## src/rtl/utf8ec_pkg.sv

```systemverilog
`default_nettype none

package utf8ec_pkg;

   localparam int unsigned ByteWidth  = 8;
   localparam int unsigned CountWidth = 32;
   localparam int unsigned TailWidth  = 2;
   localparam int unsigned IncWidth   = 3;
   // byte_error, tail_errors and error_count, padded to whole bytes
   localparam int unsigned RspWidth   = 40;

   localparam logic [ByteWidth-1:0] ContLow    = 8'h80;
   localparam logic [ByteWidth-1:0] Lead2Low   = 8'hC0;
   localparam logic [ByteWidth-1:0] Lead3Low   = 8'hE0;
   localparam logic [ByteWidth-1:0] Lead4Low   = 8'hF0;
   localparam logic [ByteWidth-1:0] AfterE0Min = 8'hA0;
   localparam logic [ByteWidth-1:0] SurrLead   = 8'hED;
   localparam logic [ByteWidth-1:0] AfterEDMax = 8'h9F;
   localparam logic [ByteWidth-1:0] AfterF0Min = 8'h90;
   localparam logic [ByteWidth-1:0] TopLead    = 8'hF4;
   localparam logic [ByteWidth-1:0] AfterF4Max = 8'h8F;
   localparam logic [ByteWidth-1:0] OverLongHi = 8'hC1;
   localparam logic [ByteWidth-1:0] BadLeadLow = 8'hF5;

   localparam logic [CountWidth-1:0] CountMax = '1;

   typedef struct packed {
      logic                 byte_error;
      logic [TailWidth-1:0] tail_errors;
   } check_result_type;

   // Check one byte against the three bytes before it
   function automatic logic check_byte(input logic [ByteWidth-1:0] cur,
                                       input logic [ByteWidth-1:0] p1,
                                       input logic [ByteWidth-1:0] p2,
                                       input logic [ByteWidth-1:0] p3);
      logic is_cont;
      logic need_cont;
      logic bad;
      is_cont   = (cur >= ContLow) && (cur < Lead2Low);
      need_cont = (p1 >= Lead2Low) || (p2 >= Lead3Low) || (p3 >= Lead4Low);
      bad       = (is_cont != need_cont);
      if ((p1 == Lead3Low) && (cur < AfterE0Min)) bad = 1'b1;
      if ((p1 == SurrLead) && (cur > AfterEDMax)) bad = 1'b1;
      if ((p1 == Lead4Low) && (cur < AfterF0Min)) bad = 1'b1;
      if ((p1 == TopLead) && (cur > AfterF4Max)) bad = 1'b1;
      if ((cur == Lead2Low) || (cur == OverLongHi) || (cur >= BadLeadLow)) bad = 1'b1;
      return bad;
   endfunction

endpackage

`default_nettype wire

```

## src/rtl/utf8_stream_error_counter_core.sv

```systemverilog
// UTF-8 stream checker: one byte enters per transaction on the req_ channel
// (req_tlast marks the final byte of a stream) and one result leaves per byte
// on the rsp_ channel, with a per-byte error flag, the count of continuations
// still missing after the final byte, and the running saturating error count.
// The block takes one byte every clock unless a result waits on rsp_tready.
// The input register captures each accepted byte, and the combinational rule
// check and count update then load the result register once it is free.
// While a result waits on rsp_tready the held byte stays put and req_tready
// drops. After the final byte the history and the count restart from zero
// for the next stream.
`default_nettype none

module utf8_stream_error_counter_core
   import utf8ec_pkg::*;
(
   input  wire logic                clock,
   input  wire logic                reset,
   input  wire logic                req_tvalid,
   output logic                     req_tready,
   input  wire logic [7:0]          req_tdata,   // [7:0] data_byte
   input  wire logic                req_tlast,   // end_of_stream
   output logic                     rsp_tvalid,
   input  wire logic                rsp_tready,
   output logic [RspWidth-1:0]      rsp_tdata    // [0] byte_error, [2:1] tail_errors,
                                                 // [34:3] error_count, [39:35] zero
);

   logic                  in_valid_ff, in_valid_in;
   logic [ByteWidth-1:0]  in_byte_ff;
   logic                  in_last_ff;
   logic [ByteWidth-1:0]  hist0_ff, hist0_in;
   logic [ByteWidth-1:0]  hist1_ff, hist1_in;
   logic [ByteWidth-1:0]  hist2_ff, hist2_in;
   logic [CountWidth-1:0] count_ff, count_in;
   logic                  out_valid_ff, out_valid_in;
   logic                  out_error_ff;
   logic [TailWidth-1:0]  out_tail_ff;
   logic [CountWidth-1:0] out_count_ff;
   logic [CountWidth-1:0] new_count;
   logic [CountWidth:0]   sum;
   logic [IncWidth-1:0]   inc;
   logic                  advance;
   check_result_type      chk;

   // Move the held byte into the result register when that register frees up
   assign advance     = in_valid_ff && (!out_valid_ff || rsp_tready);
   assign req_tready  = !in_valid_ff || advance;
   assign in_valid_in = (req_tvalid && req_tready) || (in_valid_ff && !advance);
   assign out_valid_in = advance || (out_valid_ff && !rsp_tready);

   utf8ec_check u_check (
      .cur_byte  (in_byte_ff),
      .last_byte (in_last_ff),
      .hist0     (hist0_ff),
      .hist1     (hist1_ff),
      .hist2     (hist2_ff),
      .result    (chk)
   );

   // Add this byte's errors and tail errors, saturate at the top
   always_comb begin
      inc = IncWidth'({2'b00, chk.byte_error}) + IncWidth'({1'b0, chk.tail_errors});
      sum = {1'b0, count_ff} + {{(CountWidth+1-IncWidth){1'b0}}, inc};
      new_count = sum[CountWidth] ? CountMax : sum[CountWidth-1:0];
   end

   // Shift history and update the count, or clear both after the final byte
   always_comb begin
      hist0_in = hist0_ff;
      hist1_in = hist1_ff;
      hist2_in = hist2_ff;
      count_in = count_ff;
      if (advance) begin
         if (in_last_ff) begin
            hist0_in = '0;
            hist1_in = '0;
            hist2_in = '0;
            count_in = '0;
         end else begin
            hist0_in = in_byte_ff;
            hist1_in = hist0_ff;
            hist2_in = hist1_ff;
            count_in = new_count;
         end
      end
   end

   // Control and state registers
   always_ff @(posedge clock) begin
      if (reset) begin
         in_valid_ff  <= 1'b0;
         out_valid_ff <= 1'b0;
         hist0_ff     <= '0;
         hist1_ff     <= '0;
         hist2_ff     <= '0;
         count_ff     <= '0;
      end else begin
         in_valid_ff  <= in_valid_in;
         out_valid_ff <= out_valid_in;
         hist0_ff     <= hist0_in;
         hist1_ff     <= hist1_in;
         hist2_ff     <= hist2_in;
         count_ff     <= count_in;
      end
   end

   // Capture the input transaction
   always_ff @(posedge clock) begin
      if (req_tvalid && req_tready) begin
         in_byte_ff <= req_tdata;
         in_last_ff <= req_tlast;
      end
   end

   // Load the result register
   always_ff @(posedge clock) begin
      if (advance) begin
         out_error_ff <= chk.byte_error;
         out_tail_ff  <= chk.tail_errors;
         out_count_ff <= new_count;
      end
   end

   assign rsp_tvalid = out_valid_ff;
   assign rsp_tdata  = {{(RspWidth-CountWidth-TailWidth-1){1'b0}},
                        out_count_ff, out_tail_ff, out_error_ff};

endmodule

`default_nettype wire

```

## src/rtl/utf8ec_check.sv

```systemverilog
`default_nettype none

module utf8ec_check
   import utf8ec_pkg::*;
(
   input  wire logic [ByteWidth-1:0] cur_byte,
   input  wire logic                 last_byte,
   input  wire logic [ByteWidth-1:0] hist0,
   input  wire logic [ByteWidth-1:0] hist1,
   input  wire logic [ByteWidth-1:0] hist2,
   output check_result_type          result
);

   logic tail1;
   logic tail2;
   logic tail3;

   // A zero byte after the stream fails exactly when a continuation is still owed
   always_comb begin
      tail1 = (cur_byte >= Lead2Low) || (hist0 >= Lead3Low) || (hist1 >= Lead4Low);
      tail2 = (cur_byte >= Lead3Low) || (hist0 >= Lead4Low);
      tail3 = (cur_byte >= Lead4Low);
   end

   always_comb begin
      result.byte_error = check_byte(cur_byte, hist0, hist1, hist2);
      if (last_byte) begin
         result.tail_errors = TailWidth'({1'b0, tail1}) + TailWidth'({1'b0, tail2})
                            + TailWidth'({1'b0, tail3});
      end else begin
         result.tail_errors = '0;
      end
   end

endmodule

`default_nettype wire

```

## config.mk

```make
export PLATFORM = sky130hd
export DESIGN_NAME = utf8_stream_error_counter_core
export DESIGN_NICKNAME = d
export VERILOG_FILES = /design/src/rtl/utf8ec_pkg.sv /design/src/rtl/utf8_stream_error_counter_core.sv /design/src/rtl/utf8ec_check.sv
export SDC_FILE = /design/constraint.sdc
export NUM_CORES = 1
export LEC_CHECK = 0
export ABC_AREA = 0
export BUFFER_PORTS_ARGS = -buffer_cell sky130_fd_sc_hd__buf_2
export CORE_MARGIN = 2
export CORE_UTILIZATION = 53
export CTS_CLUSTER_DIAMETER = 150
export DETAILED_ROUTE_END_ITERATION = 12
export PLACE_DENSITY_LB_ADDON = 0.1
export SLEW_MARGIN = 20
export SYNTH_ARGS = -nofsm -noshare
export SYNTH_HDL_FRONTEND = slang
export SYNTH_SLANG_ARGS = --single-unit
```

## constraint.sdc

```tcl
create_clock -name clock -period 5.15 [get_ports clock]
set_input_delay 1.03 -clock clock [delete_from_list [all_inputs] [get_ports clock]]
set_output_delay 1.03 -clock clock [all_outputs]
set_load 0.02 [all_outputs]
```

==> results.yml, run 1 <==
clock_network:
  cts_sinks: 94
  h-tree-depth: 3
  clk_latency_ns: 0.36
  cts-root-buf: "clkbuf_8"
  cts_made_buffers: 9
  cts_tree: "done"
  cts-resized-gates: 0
  clockBufferDepth: 2
  ctsHoldBuffers: 0
  path_clk_slew_ns: 0.09
  post_cts_buffers: 0
hold_path:
  min_path_type: "reg -> reg"
drt:
  first_iter_violations: 226
  num_vias: 3671
  routed_wl_mm: 10.28
  drc: 0
  detail-route-antenna-nets: 0
  via_per_inst: 5.979
  drtPass1Iterations: 5
  routedWlPerCell_um: 16.74
pwr:
  p_per_area_nw_per_um2: 281.5
  leakage_nw: 1.945
  ir_drop_v: 0.0001473
sta:
  tightestPinTransition_ns: 0.8795
  fin_crit_sh: 0.7870
  hold_violations: 0
  fmax_mhz: 246.7
  setup_viol: 0
  relSlewSlack: 0.4128
  maxSlewViolCount: 0
  min_period_ns: 4.053
  rsz0062_at_grt: "false"
  worst_clock_skew_ns: 0.01637
  setup-tns-final_ns: 0
setup_path:
  start_kind: "register"
  cp.required_ns: 5.42
  path_max_fanout: 18
  critical_path.slowest_cell: "edfxtp_1"
  arrival_ns: 4.32
  crit_type: "reg -> reg"
  end_kind: "register"
  critical_path.max_stage_delay_ns: 0.47
  crit_chain: "o21ai_0 -> a211o_1 -> a2111oi_0 -> o21ai_0 -> o211ai_1 -> fa_1 -> inv_1 -> fa_1 -> nand3b_4 -> nor4_4 -> buf_4 -> nand3_4 -> buf_4 -> a41o_1 -> a211oi_1"
yosys:
  yosysMostFrequentCell: "nand2_1"
  syn_inst: 468
  yosys_warnings: 0
  avgSynthCellArea_um2: 9.980
  async_flop_share: 0
  yosys.area.top_type_share: 0.2829
  ys_types: 66
  synth_common_cells: "58 x nand2_1, 50 x dfxtp_1, 45 x a21oi_1"
  synth_largest_area_cell: "edfxtp_1"
  synth_seq_cells: 94
  synth-edff-count: 44
  synthTopCellsByArea: "edfxtp_1 28%, dfxtp_1 21%, a21oi_1 4.8%, nand2_1 4.7%, nand3_1 2.5%"
  netlist_area_um2: 4671
  ys_seq_area_frac: 0.4972
  ys.flop_type: "dfxtp_1"
placed_design:
  gp_congestion: 0.9156
  hpwl_mm: 6.804
  io_buffers: 49
global_routing:
  grt_pass1_vias: 3428
  antenna_found_initial: 0
  gr-usage-all-layers: 0.2198
  grt_start_max_net_pins: 49
  grt_overflow_total: 0
  grt_pass1_wl_mm: 17.13
run_status:
  status: "complete, no violations"
die:
  core_area_um2: 8636
  initial_utilization: 0.5409
  io_pins: 55
  dieArea_um2: 9580
  rows: 34
  die_h_um: 97.88
  dieWidth_um: 97.88
layout:
  area_delta_synth_final_pct: 10.39
  multi_input_area_um2: 2131
  fin_util: 0.5971
  fin_nets: 519
  final-seq-area_um2: 2322
  final_layout_size_suffix_gt1_frac: 0.1957
  num_antenna_cells: 0
  n_fill_cell: 784
job:
  max_cap_violations: 0
-- critical path: cells and delay by family, from the launching register on --
kind | cells | cell delay [ns]
AND/OR/NAND/NOR | 3 | 0.66
flip-flops | 1 | 0.47
AO/OA/AOI/OAI | 7 | 1.55
buffers and inverters | 3 | 0.58
adder cells (fa/ha/maj) | 2 | 0.71
-- per-stage QoR --
step                      cells  hold WS, ns  power, mW  setup slack [ns]  area [um^2]
after CTS                   613       0.4681      1.465             1.074         5145
after global routing        614       0.4964      1.511            0.7927         5156
after detailed placement    598       0.4558     0.9283             1.108         4923
after floorplan             472       0.4286     0.8983             1.505         4686
final                       614       0.4645      1.451             1.097         5156
after global placement      598       0.4384     0.9265             1.255         4923
-- metal layers --
layer	up-vias	GRT usage	share of wire
li1	1791	-	-
met1	1744	0.3168	0.45
met2	124	0.3462	0.48
met3	12	0.03006	0.053
met4	0	0.06944	0.014
met5	-	0	0
-- flip-flops by register name, summed over array words and instances, names as in the netlist --
register / flops
in_byte_ff: 8
rsp_tvalid: 1
out_count_ff: 32
in_valid_ff: 1
count_ff: 32
out_error_ff: 1
hist2_ff: 4
hist1_ff: 4
hist0_ff: 8
in_last_ff: 1
out_tail_ff: 2
-- cell type report --
cell class,count,area share
Sequential cell,94,0.4504
Multi-Input combinational cell,329,0.4132
Timing Repair Buffer,56,0.05848
Clock buffer,10,0.02669
Tap cell,108,0.02621
Clock inverter,5,0.01626
Inverter,12,0.008736
-- where the power goes --
part / total (mW) / switching (mW) / internal (mW)
Sequential: 0.812 / 0.0102 / 0.802
Clock: 0.541 / 0.256 / 0.285
Combinational: 0.0982 / 0.0709 / 0.0273
-- layout by cell type (no fill, tap or decap), types with 13 or more instances in the layout --
| cell | netlist | layout |
|---|---|---|
| nand2_1 | 58 | 58 |
| dfxtp_1 | 50 | 50 |
| buf_2 | 9 | 49 |
| a21oi_1 | 45 | 45 |
| edfxtp_1 | 44 | 44 |
| nand3_1 | 23 | 23 |
| nor2_1 | 20 | 20 |
| nor3_1 | 16 | 16 |
| nand3b_1 | 15 | 15 |
| nand4_1 | 13 | 13 |
| xor2_1 | 13 | 13 |
-- cells by family after synthesis --
family	count (synthesis)	share of synthesized area
buffers and inverters	49	0.04983
other	1	0.0008029
and+or+nand+nor	192	0.2387
AOI/OAI and AO/OA	102	0.1476
xor gates and xnor gates	22	0.04125
muxes	4	0.009108
DFF	94	0.4972
adders and majority gates	4	0.01554
-- final timing paths --
| check | endpoint | from | slack (ns) | cells after the start |
|---|---|---|---|---|
| worst min register to register | hist2_ff[6] | hist2_ff[6] | 0.46 | 2 |
| worst max-delay path | count_ff[18] | in_byte_ff[5] | 1.10 | 15 |
| worst max register to register | count_ff[18] | in_byte_ff[5] | 1.10 | 15 |
| worst min-delay path | hist2_ff[6] | hist2_ff[6] | 0.46 | 2 |
No activity file was read; power rests on OpenSTA's default activity.
==> run 2, diff against run 1 <==
==> constraint.sdc (replaced) <==
create_clock -name clock -period 4.2 [get_ports clock]
set_input_delay 0.84 -clock clock [delete_from_list [all_inputs] [get_ports clock]]
set_output_delay 0.84 -clock clock [all_outputs]
set_load 0.02 [all_outputs]
==> results.yml, run 2 (synthesized netlist as in run 1, its figures left out) <==
setup_path:
  critical_path.max_stage_delay_ns: 0.43
  reg2reg_to: "count_ff[6]"
  regToRegStartpoint: "hist0_ff[4]"
  end_kind: "register"
  reg2reg_depth: 15
  arrival_ns: 4.22
  r2r_slack_ns: 0.24
  start_kind: "register"
  crit_type: "reg -> reg"
  cp.required_ns: 4.45
  path_max_fanout: 9
  crit_chain: "o21ai_0 -> a211o_1 -> a2111oi_0 -> o21ai_0 -> o211ai_1 -> fa_2 -> inv_1 -> fa_1 -> nand3b_4 -> nor4_4 -> buf_4 -> and3_1 -> buf_4 -> nor2_2 -> a311oi_1"
  critical_path.slowest_cell: "dfxtp_1"
  critPathLaunch: "hist0_ff[4]"
die:
  io_pins: 55
  die_h_um: 97.88
  rows: 34
  dieWidth_um: 97.88
  dieArea_um2: 9580
  core_area_um2: 8636
  initial_utilization: 0.5409
global_routing:
  gr-usage-all-layers: 0.2162
  grt_pass1_vias: 3550
  grt_pass1_wl_mm: 16.97
  grt_overflow_total: 0
  antenna_found_initial: 0
  grt_start_max_net_pins: 48
layout:
  top_regs: "count_ff: 32 flops, out_count_ff: 32 flops"
  area_delta_synth_final_pct: 10.66
  layout.cells.non_filler: 620
  mostFrequentLayoutCell: "nand2_1"
  num_antenna_cells: 0
  n_fill_cell: 779
  fin_nets: 524
  final_cell_mix: "58 x nand2_1, 50 x dfxtp_1, 49 x buf_2"
  final_layout_size_suffix_gt1_frac: 0.2070
job:
  max_cap_violations: 0
sta:
  setup_viol: 0
  worst_clock_skew_ns: 0.01752
  fin_crit_sh: 0.9439
  maxSlewViolCount: 0
  fmax_mhz: 252.2
  min_period_ns: 3.964
  tightestPinTransition_ns: 0.8906
  relSlewSlack: 0.4063
  setup-tns-final_ns: 0
  hold_violations: 0
hold_path:
  worstHoldPathCells: 2
  min_to: "hist2_ff[7]"
  min_path_type: "reg -> reg"
  min_from: "hist2_ff[7]"
clock_network:
  clockBufferDepth: 2
  cts_sinks: 94
  cts_tree: "done"
  clk_latency_ns: 0.36
  h-tree-depth: 3
  cts-root-buf: "clkbuf_8"
  ctsHoldBuffers: 0
  path_clk_slew_ns: 0.09
  cts_made_buffers: 9
pwr:
  total_power_mw: 1.702
  p_per_area_nw_per_um2: 329.3
  ir_drop_v: 0.0001768
  leakage_nw: 1.957
drt:
  detail-route-antenna-nets: 0
  drc: 0
  first_iter_violations: 173
  routedWlPerCell_um: 16.17
  drtPass1Iterations: 5
  via_per_inst: 5.918
  routed_wl_mm: 10.03
  num_vias: 3669
placed_design:
  io_buffers: 49
  place_inst: 602
  hpwl_mm: 6.751
  gp_congestion: 0.9229
run_status:
  status: "complete, no violations"
[run 2: worst max path at each step]
stage                  endpoint  slack, ns  cells past startpoint
2_1_floorplan  out_count_ff[30]       0.55                     11
3_3_place_gp   out_count_ff[30]       0.38                     11
3_5_place_dp        count_ff[6]       0.33                     14
4_1_cts             count_ff[6]       0.23                     15
5_1_grt            count_ff[13]      -0.03                     15
6_report            count_ff[6]       0.24                     15
[run 2: critical path: cells and delay by family, from the launching register on]
family,cells,cell delay [ns]
AO/OA/AOI/OAI,6,1.44
AND/OR/NAND/NOR,4,0.80
adder cells (fa/ha/maj),2,0.72
buffers and inverters,3,0.47
flip-flops,1,0.43
[run 2: cell type report]
class                   instances  area [um^2]  share of cell area
flip-flops and latches         94         2322              0.4493
well taps                     108        135.1             0.02614
multi-input cells             329         2140              0.4139
clock buffers                  10        127.6             0.02469
clock inverters                 6        63.81             0.01235
repair buffers                 61        335.3             0.06488
inverters                      12        45.04            0.008715
[run 2: per-stage QoR]
stage / utilization / hold slack (ns) / area (um^2) / setup WS, ns
floorplan: - / 0.4286 / 4686 / 0.5546
global placement: 0.5736 / 0.4400 / 4954 / 0.3848
detailed placement: 0.5736 / 0.4496 / 4954 / 0.3267
CTS: 0.5958 / 0.4600 / 5145 / 0.2299
global route: 0.5985 / 0.4842 / 5169 / -0.02511
finish: 0.5985 / 0.4573 / 5169 / 0.2357
[run 2: per-layer routing]
metal	share of wire	wire, um	up-vias	global-route usage
li1	-	-	1803	-
met1	0.45	4558	1738	0.2921
met2	0.48	4773	113	0.3493
met3	0.051	515	15	0.03722
met4	0.018	180	0	0.08333
met5	0	0	-	0
[run 2: power by group]
group / leakage [nW] / switching (mW) / total (mW) / internal [mW]
combinational: 1.06 / 0.0873 / 0.122 / 0.0349
sequential: 0.805 / 0.0122 / 0.996 / 0.983
clock: 0.0923 / 0.310 / 0.584 / 0.274
total: 1.96 / 0.409 / 1.70 / 1.29
[run 2: timing repair]
item | CTS | global route
gates resized for setup | 0 | 2
setup endpoints to repair | 0 | 2
buffers inserted | 0 | 2
